===== src/rtl/core/besc_pkg.sv =====
// Shared constants and types for the body Euler step and escape check core.
`default_nettype none
package besc_pkg;

  // Operand slice width of the pipelined multipliers.
  localparam int CHUNK = 24;

  localparam int CFG_IDX_W = 3;

  typedef enum logic [CFG_IDX_W-1:0] {
    CFG_TIME_STEP  = 3'd0,
    CFG_CENTER_X   = 3'd1,
    CFG_CENTER_Y   = 3'd2,
    CFG_CENTER_Z   = 3'd3,
    CFG_TOTAL_MASS = 3'd4,
    CFG_GRAV_CONST = 3'd5
  } cfg_idx_t;

endpackage
`default_nettype wire


===== src/rtl/core/besc_dly.sv =====
// Enabled delay line that keeps a payload aligned with the pipeline valid bits.
`default_nettype none
module besc_dly import besc_pkg::*; #(
  parameter int DW = 8,
  parameter int N  = 2
) (
  input  wire logic          clk,
  input  wire logic          en,
  input  wire logic [DW-1:0] d,
  output logic      [DW-1:0] q
);

  logic [DW-1:0] tap_r [N];

  always_ff @(posedge clk) begin
    if (en) begin
      tap_r[0] <= d;
      for (int i = 1; i < N; i++) begin
        tap_r[i] <= tap_r[i-1];
      end
    end
  end

  assign q = tap_r[N-1];

endmodule
`default_nettype wire


===== config.mk =====
export PLATFORM = sky130hd
export DESIGN_NAME = besc_dly
export DESIGN_NICKNAME = d
export VERILOG_FILES = /design/src/rtl/core/besc_pkg.sv /design/src/rtl/core/besc_dly.sv
export SDC_FILE = /design/constraint.sdc
export NUM_CORES = 1
export LEC_CHECK = 0
export BUFFER_PORTS_ARGS = -buffer_cell sky130_fd_sc_hd__buf_2
export CORE_AREA = 2 2 39 41
export CTS_CLUSTER_SIZE = 24
export DETAILED_ROUTE_END_ITERATION = 10
export DIE_AREA = 0 0 41 43
export GPL_ROUTABILITY_DRIVEN = 0
export PLACE_DENSITY = 0.78
export REMOVE_ABC_BUFFERS = 1
export SYNTH_ARGS = -nofsm -noshare
export SYNTH_HDL_FRONTEND = slang
export SYNTH_SLANG_ARGS = --single-unit

===== constraint.sdc =====
create_clock -name clk -period 1.5 [get_ports clk]
set_input_delay 0.075 -clock clk [delete_from_list [all_inputs] [get_ports clk]]
set_output_delay 0.075 -clock clk [all_outputs]
set_load 0.05 [all_outputs]

# Word-level counts from Yosys, hierarchy flattened

Memories as Yosys holds them, arrays and structs flattened.
Index checks and enable logic that the tools add are counted.

Multiplexer cells: 2

Operators with widths:

| kind   | count |
|---|---|
| $mux 1 | 2 |

Memories kept: 1
Flip-flop bits (word level): 0
Input port bits: 10
Memory bits (writable): 16
Output and inout bits: 8

Memory list:

| memory | depth | bits a word | rd ports | clocked after Yosys merged registers in | wr ports | RTL line       | text |
|---|---|---|---|---|---|---|---|
| tap_r  | 2     | 8           | 2        | 0                                       | 2        | besc_dly.sv:13 | `logic [DW-1:0] tap_r [N];` |

# Longest topological paths before layout

Gate-level depths: netlist of the first run.

Depth in word-level cells: 2
Gate-level depth with buffers: 1
Depth with buffers taken out: 0

# Least setup slack after synthesis of the first run

Ideal clock, no wire load.

Path type: reg-to-output
From: memory tap_r[1][0] (netlist: tap_r[0][8])
To: output q[0]
Required time: 1425 ps
Cell stages (with the launch flop): 2
Setup slack: 902 ps
Buffers on the path: 1
Arrival: 523 ps
Path through: edfxtp_1 > buf_4

RTL lines:

| what        | RTL line       | text |
|---|---|---|
| from (decl) | besc_dly.sv:13 |  |
| to (decl)   | besc_dly.sv:10 | `output logic [DW-1:0] q` |

==> results of run 1 <==
[layer usage]
layer	GRT usage [%]	up-vias
met5	0	-
met4	8.00	0
met3	3.14	0
met2	9.38	13
met1	6.20	100
li1	-	123
[final cells by class]
cell class | count | share of cell area [%]
Sequential cell | 16 | 69.4
Timing Repair Buffer | 25 | 23.9
Tap cell | 16 | 2.89
Clock inverter | 1 | 0.542
Clock buffer | 3 | 3.25
[through the flow]
stage / total power [W] / hold slack (ns) / utilization, % / area (um2) / instances
2_1_floorplan: 0.000598 / 0.174 / - / 480 / 16
3_3_place_gp: 0.000627 / 0.253 / 42.3 / 586 / 49
3_5_place_dp: 0.000628 / 0.253 / 42.3 / 586 / 49
4_1_cts: 0.000850 / 0.204 / 50.0 / 692 / 61
5_1_grt: 0.000880 / 0.209 / 50.0 / 692 / 61
6_report: 0.000836 / 0.214 / 50.0 / 692 / 61
[cells in the final DEF, fill, tap and decap left out, drive strengths merged]
cell type	n
buf	17
edfxtp	16
dlygate4sd3	8
clkbuf	3
clkinv	1
[report_power, final]
| group | internal [W] | switching [W] | leakage, nW |
|---|---|---|---|
| logic | 0.0000309 | 0.0000671 | 0.100 |
| clock network | 0.0000961 | 0.000107 | 0.0154 |
| registers | 0.000529 | 0.00000573 | 0.157 |
| total | 0.000656 | 0.000180 | 0.272 |
[worst min path at each step]
stage               start     endpoint  slack, ns  depth (start not counted)
floorplan            d[0]  tap_r[0][0]       0.17                          0
global placement     d[7]  tap_r[0][7]       0.25                          1
detailed placement   d[3]  tap_r[0][3]       0.25                          1
CTS                    en  tap_r[0][8]       0.20                          1
global route           en  tap_r[0][7]       0.21                          1
finish                 en  tap_r[0][3]       0.21                          1
[logic make-up (layout without fill, tap and decap cells)]
group    after synthesis  count (layout)
buf+inv                8              29
flops                 16              16
[repair_timing]
action                    4_1_cts  5_1_grt
hold buffers                    8        0
buffers inserted                0        0
hold endpoints to repair        8        0
==> run summary, run 1 <==
The flow ran to the end, and the final reports show no timing, DRC or antenna violations. The arrival time at the worst endpoint came out at 0.85 ns. In this run the tightest slew margin relative to its limit is 79.3%. Prior to clock tree synthesis, the placed netlist has a worst setup slack of 0.799 ns. By area the synthesized netlist is led by sky130_fd_sc_hd__edfxtp_1, sky130_fd_sc_hd__buf_4. The area inside the core boundary came out at 1380 um2. The area growth from synthesis to layout came out at 28.0%. The worst setup slack after layout is 0.577 ns. The filler cells instantiated in the layout total 112. 0 antenna diodes ended up in the layout.

The register with the most flip-flops in the layout has 16 of them. Cells with a size suffix above 1 make up 44.4% of the layout. The number of core rows came out at 14. The fraction of post-synthesis cell area in the top cell type by area came out at 88.9%. The via density per instance came out at 3.87.

The max-slew violation count was 0. The class of the most critical setup path is reg2out. The initial core utilization is 39.1%. The final critical path takes up 61.5% of the cycle. The floorplan die height came out at 43 um. The clock period minus worst slack came out at 0.923 ns.

In this design, the largest share of critical-path delay is due to flip-flops. By area, the combinational part of the netlist is dominated by buffers and inverters. tap_r holds more flip-flops than any other register. TritonCTS built the clock tree.

The number of I/O pins is 18. The area of combinational cells with multiple inputs came out at 0 um2. Clock-pin slew was measured on the worst setup and hold paths at 0.08 ns. The total number of yosys warnings is 0. The die is 41 um wide.

In the routed design, unresolved DRC markers number 0. STA classifies the critical path startpoint as a flop. The library cell contributing the largest single delay on the critical path is sky130_fd_sc_hd__edfxtp_1. Routed signal wires occupy layers up through met3. By instance count, the leading cell after synthesis is sky130_fd_sc_hd__edfxtp_1. The power per cell area came out at 1210 nW/um2. The startpoint of the worst setup timing path is tap_r[0][14]. The number of instances in the synthesized netlist came out at 24. The maximum clock rate came out at 1080 MHz. Wire segments on met2 add up to 272 um in the final route. After synthesis the cells add up to 541 um2. The critical path ends at q[6]. The later-pin clock latency in the skew report came out at 0.27 ns.

Of all nets on the critical path, the largest fanout is 1. The worst register-to-register path begins at tap_r[0][6]. The post-synthesis area per instance is 22.5 um2. The area fraction in compound gates after synthesis is 0%. The max-cap check violation count came out at 0.

The delay of the slowest cell on the worst path came out at 0.33 ns. The cell depth of the worst setup path came out at 1. The required time at the worst-slack endpoint is 1.42 ns.

The worst supply voltage drop on vdd came out at 0.629 mV. The worst hold path belongs to the class in2reg. The number of hold-slack violations in the final timing report came to 0. Port buffering added 17 buffers.

The sum of met3 wire segment lengths after detailed routing is 59 um. Global routing consumed, over all layers together, 6.78% of the routing resources. The post-synthesis share of cell area spent on xor and xnor gates came out at 0%. The remaining global-route overflow is 0. The total die area is 1760 um2. The largest net degree at the start of global routing came out at 17. The number of distinct library cell variants in the gate-level netlist after synthesis came out at 2. The worst reg-to-reg setup slack came out at 0.89 ns. Setup violations remaining at the end of the flow were counted as 0. The number of combinational gates with multiple inputs came out at 0. The basic-gate share of the synthesized area counting and, or, nand and nor cells is 0%.

The first global-routing pass estimated 710 um of wire. The via count of the first global-routing pass is 200. The depth of the CTS H-tree came out at 1. The capture point of the worst reg-to-reg path is tap_r[0][14].

The number of nets in the layout is 56. For this design the static power due to leakage is 0.272 nW. The total wire length after detailed routing is 505 um. Setup repair after global routing left no endpoint under its margin. The average wire length per cell after detail routing is 8.28 um. By count the netlist is led by sky130_fd_sc_hd__edfxtp_1, sky130_fd_sc_hd__buf_4. The clock passes through at most 2 buffers. Together, buffers and inverters on the worst path number 1.

In the final routing, the length of wire on met1 measures 172 um. The number of antenna violations at the first check in global routing is 0. The number of nets with antenna violations after detailed routing came out at 0.

The total negative slack for setup checks came out at 0 ns. In this run, synthesis inferred 16 flip-flops with an integrated enable. The count of routing violations after the opening detailed-route iteration came out at 2. Traced cell by cell, the critical path runs through buf_2. The number of flip-flops and latches in the synthesized netlist came out at 16. The worst setup path is captured at an output pin. In the final layout, the registers with the most flip-flops are tap_r x16. The root buffer cell chosen for the clock tree is sky130_fd_sc_hd__clkbuf_4. The register area came out at 480 um2.

The overall via count from detail_route is 236. The most used flip-flop cell after synthesis is sky130_fd_sc_hd__edfxtp_1. The first-pass iteration count of the detailed router came out at 2. The worst-margin pin slew is 0.311 ns. Clock tree synthesis inserted a total of 3 buffers. The library cell with the largest summed area after synthesis is sky130_fd_sc_hd__edfxtp_1. The sequential fraction of the synthesis area came out at 88.9%. The worst reg2reg path depth is 0. The CTS sink count came out at 16.

The largest clock skew in the final design is 0.00269 ns. The portion of synthesized area spent on multiplexers is 0%. The share of async-settable or async-resettable flops after synthesis came out at 0%.

Gates resized during post-CTS repair numbered 0. After Yosys synthesis, full adders, half adders and majority gates account for 0% of the synthesized area.
No activity file was read; power rests on OpenSTA's default activity.
==> inputs of run 2 (changes only) <==
Settings changed: CORE_AREA 2 2 39 41 to default, CORE_UTILIZATION from default to 41, DIE_AREA 0 0 41 43 to default, PLACE_DENSITY 0.78 to 0.82.
Clock period 1.5 ns to 0.8 ns, I/O delays scaled along.
==> run 2 against run 1 <==
The flow now finishes with violations (negative setup slack). Via count is 6.8% higher. Routed wire length is 17% higher. Combinational power rose by 120%. Worst hold slack got worse by 0.030 ns. Largest cell class unchanged. Highest routed layer unchanged.
==> run summary, run 2 (synthesis results as in run 1) <==
The number of nets with antenna violations after detailed routing came out at 0 (unchanged). The cell family contributing the most delay on the critical path is flip-flops. The total wire length after detailed routing is 590 um (+17%). The critical path starts at tap_r[0][12]. The critical path is of the reg2out type.

The maximum count of clock buffers along a single path came out at 2 (unchanged). The proportion of layout cells with a drive suffix above 1 came out at 44.4% (unchanged). The largest net degree at the start of global routing came out at 17 (unchanged). The area inside the core boundary came out at 1170 um2 (-15%).

The overall via count from detail_route came out at 252 (+6.8%). The required time at the worst-slack endpoint came out at 0.76 ns (-0.66 ns). The leakage power came out at 0.289 nW (+6.2%). The remaining global-route overflow is 0 (unchanged). The number of flip-flops in the largest register was 16 (unchanged). The CTS sink count is 16 (unchanged). The fraction of the cycle the final worst path needs came out at 109%. The most critical setup path has its endpoint at q[4]. The area of all placed cells without fillers came out at 739 um2 (+6.9%). The run finished, with violations left.

The width of the die is 38.3 um (-6.6%). The first-pass iteration count of the detailed router is 3 (+1). The largest clock skew in the final design came out at 0.00565 ns (+0.00296 ns). Setup repair after global routing could not meet its margin everywhere. The clock edge transition at the registers on the reported setup and hold paths is 0.08 ns (about the same).

The floorplan die height is 38.3 um (-11%). The worst slack after detailed placement came out at 0.127 ns (-0.672 ns). The smallest clock period supported by the final layout is computed as 0.871 ns. The number of combinational gates with multiple inputs came to 0 (unchanged).

The number of antenna violations at the first check in global routing is 0 (unchanged). The remaining design rule violation count is 0 (unchanged). The total buffers and inverters traversed by the critical path came out at 1 (unchanged). STA classifies the critical path startpoint as a flop. The wire length of the first global-routing pass came out at 800 um (+13%). The largest registers in the layout are tap_r x16. The worst reg2reg path depth was 0 (unchanged).

The post-CTS setup repair buffer count came out at 0 (unchanged). The worst register-to-register path begins at tap_r[0][7]. The depth of the CTS H-tree came to 1 (unchanged).

The TritonCTS buffer count came out at 3 (unchanged). Leaving out fill and tap cells, the most frequent cell in the layout is sky130_fd_sc_hd__edfxtp_1. The number of hold-slack violations in the final timing report is 0 (unchanged). The initial core utilization is 46.2% (+7.1 points). Leaving out fill and tap cells, the most frequent cells in the layout are sky130_fd_sc_hd__edfxtp_1, sky130_fd_sc_hd__buf_2, sky130_fd_sc_hd__dlygate4sd3_1, sky130_fd_sc_hd__buf_6, sky130_fd_sc_hd__clkbuf_4.

The average wire length per cell after detail routing came to 10.0 um (+21%). The number of inserted diodes is 0 (unchanged). The number of nets in the layout is 56 (unchanged). The worst-margin pin slew is 0.324 ns (+0.0135 ns). The worst setup slack after layout is -0.0712 ns (-0.648 ns). The number of core rows is 12 (-2). The count of routing violations after the opening detailed-route iteration was 3 (+1).

The max-cap check violation count is 0 (unchanged). The via density per instance is 4.27 (+10%). The global-route total usage across every layer came to 9.02% (+2.2 points). The signal on the critical path passes through buf_6. The worst supply voltage drop on vdd is 1.39 mV (+120%). In this run the critical register-to-register path is captured at tap_r[0][15]. The later-pin clock latency in the skew report is 0.27 ns (about the same). The max-slew violation count came out at 0 (unchanged). The cell depth of the worst setup path is 1 (unchanged).

The number of I/O pins came out at 18 (unchanged). The area of combinational cells with multiple inputs is 0 um2 (unchanged). The delay of the slowest cell on the worst path is 0.40 ns (+0.07 ns). The power per cell area is 2190 nW/um2 (+81%). The worst slew margin relative to its limit came to 78.4% (-0.90 points). The type of the worst min-delay path is in2reg. The via count of the first global-routing pass came out at 226 (+13%).

The area growth from synthesis to layout is 36.8%. The final number of setup-violating endpoints came out at 8 (+8). The worst reg-to-reg setup slack is 0.17 ns (-0.72 ns). The root buffer cell chosen for the clock tree is sky130_fd_sc_hd__clkbuf_4. The arrival time at the worst endpoint is 0.83 ns (-0.02 ns). The checks that failed: negative setup slack.

The number of buffers added on ports is 17 (unchanged). On the critical path, the stage with the largest delay is an instance of sky130_fd_sc_hd__edfxtp_1. The largest driver fanout on the critical path is 1 (unchanged).

Counting flops per register, the top entry is tap_r. The total die area is 1470 um2 (-17%). The TritonCTS clock tree is built. The instance area after placement is 583 um2 (-0.43%). The maximum clock rate came out at 1150 MHz. STA classifies the critical path endpoint as an output pin.
[run 2: cell counts in the layout (fill, tap and decap cells not counted)]
No cell type changed its count.
[run 2: cell type report]
cell class / count / area [um2]
timing repair buffer: 25 / 215
clock inverter: 1 / 3.75
fill: 82 / 432
clock buffer: 3 / 22.5
tap: 14 / 17.5
sequential: 16 / 480
[run 2: power breakdown]
part	internal [W]	switching [W]
sequential	0.000994	0.0000214
clock	0.000180	0.000208
combinational	0.0000895	0.000125
[run 2: per-stage QoR]
step / total power (W) / std cells / util, % / hold slack [ns] / TNS (ns)
finish: 0.00162 / 59 / 63.1 / 0.184 / -0.509
floorplan: 0.00112 / 16 / - / 0.139 / 0
global route: 0.00168 / 59 / 63.1 / 0.187 / -0.788
global placement: 0.00117 / 47 / 49.8 / 0.217 / 0
CTS: 0.00163 / 59 / 63.1 / 0.176 / -0.631
detailed placement: 0.00118 / 47 / 49.8 / 0.219 / 0
[run 2: worst min path at each step]
stage / start / depth (start not counted) / to / slack, ns
floorplan: d[0] / 0 / tap_r[0][0] / 0.14
global placement: d[6] / 1 / tap_r[0][6] / 0.22
detailed placement: d[6] / 1 / tap_r[0][6] / 0.22
CTS: en / 1 / tap_r[0][3] / 0.18
global route: en / 1 / tap_r[0][14] / 0.19
finish: en / 1 / tap_r[0][11] / 0.18
[run 2: timing repair]
item                                    4_1_cts  5_1_grt
hold buffers                                  8        0
pin swaps                                     0        0
endpoints found under the setup margin        8        8
resized for setup                            16        0
hold endpoints to repair                      8        0
[run 2: routing by layer]
layer | vias up | share of wire (%) | track usage [%]
li1 | 122 | - | -
met1 | 112 | 37 | 6.88
met2 | 18 | 56 | 17.8
met3 | 0 | 7.5 | 1.74
met4 | 0 | 0 | 8.04
met5 | - | 0 | 0
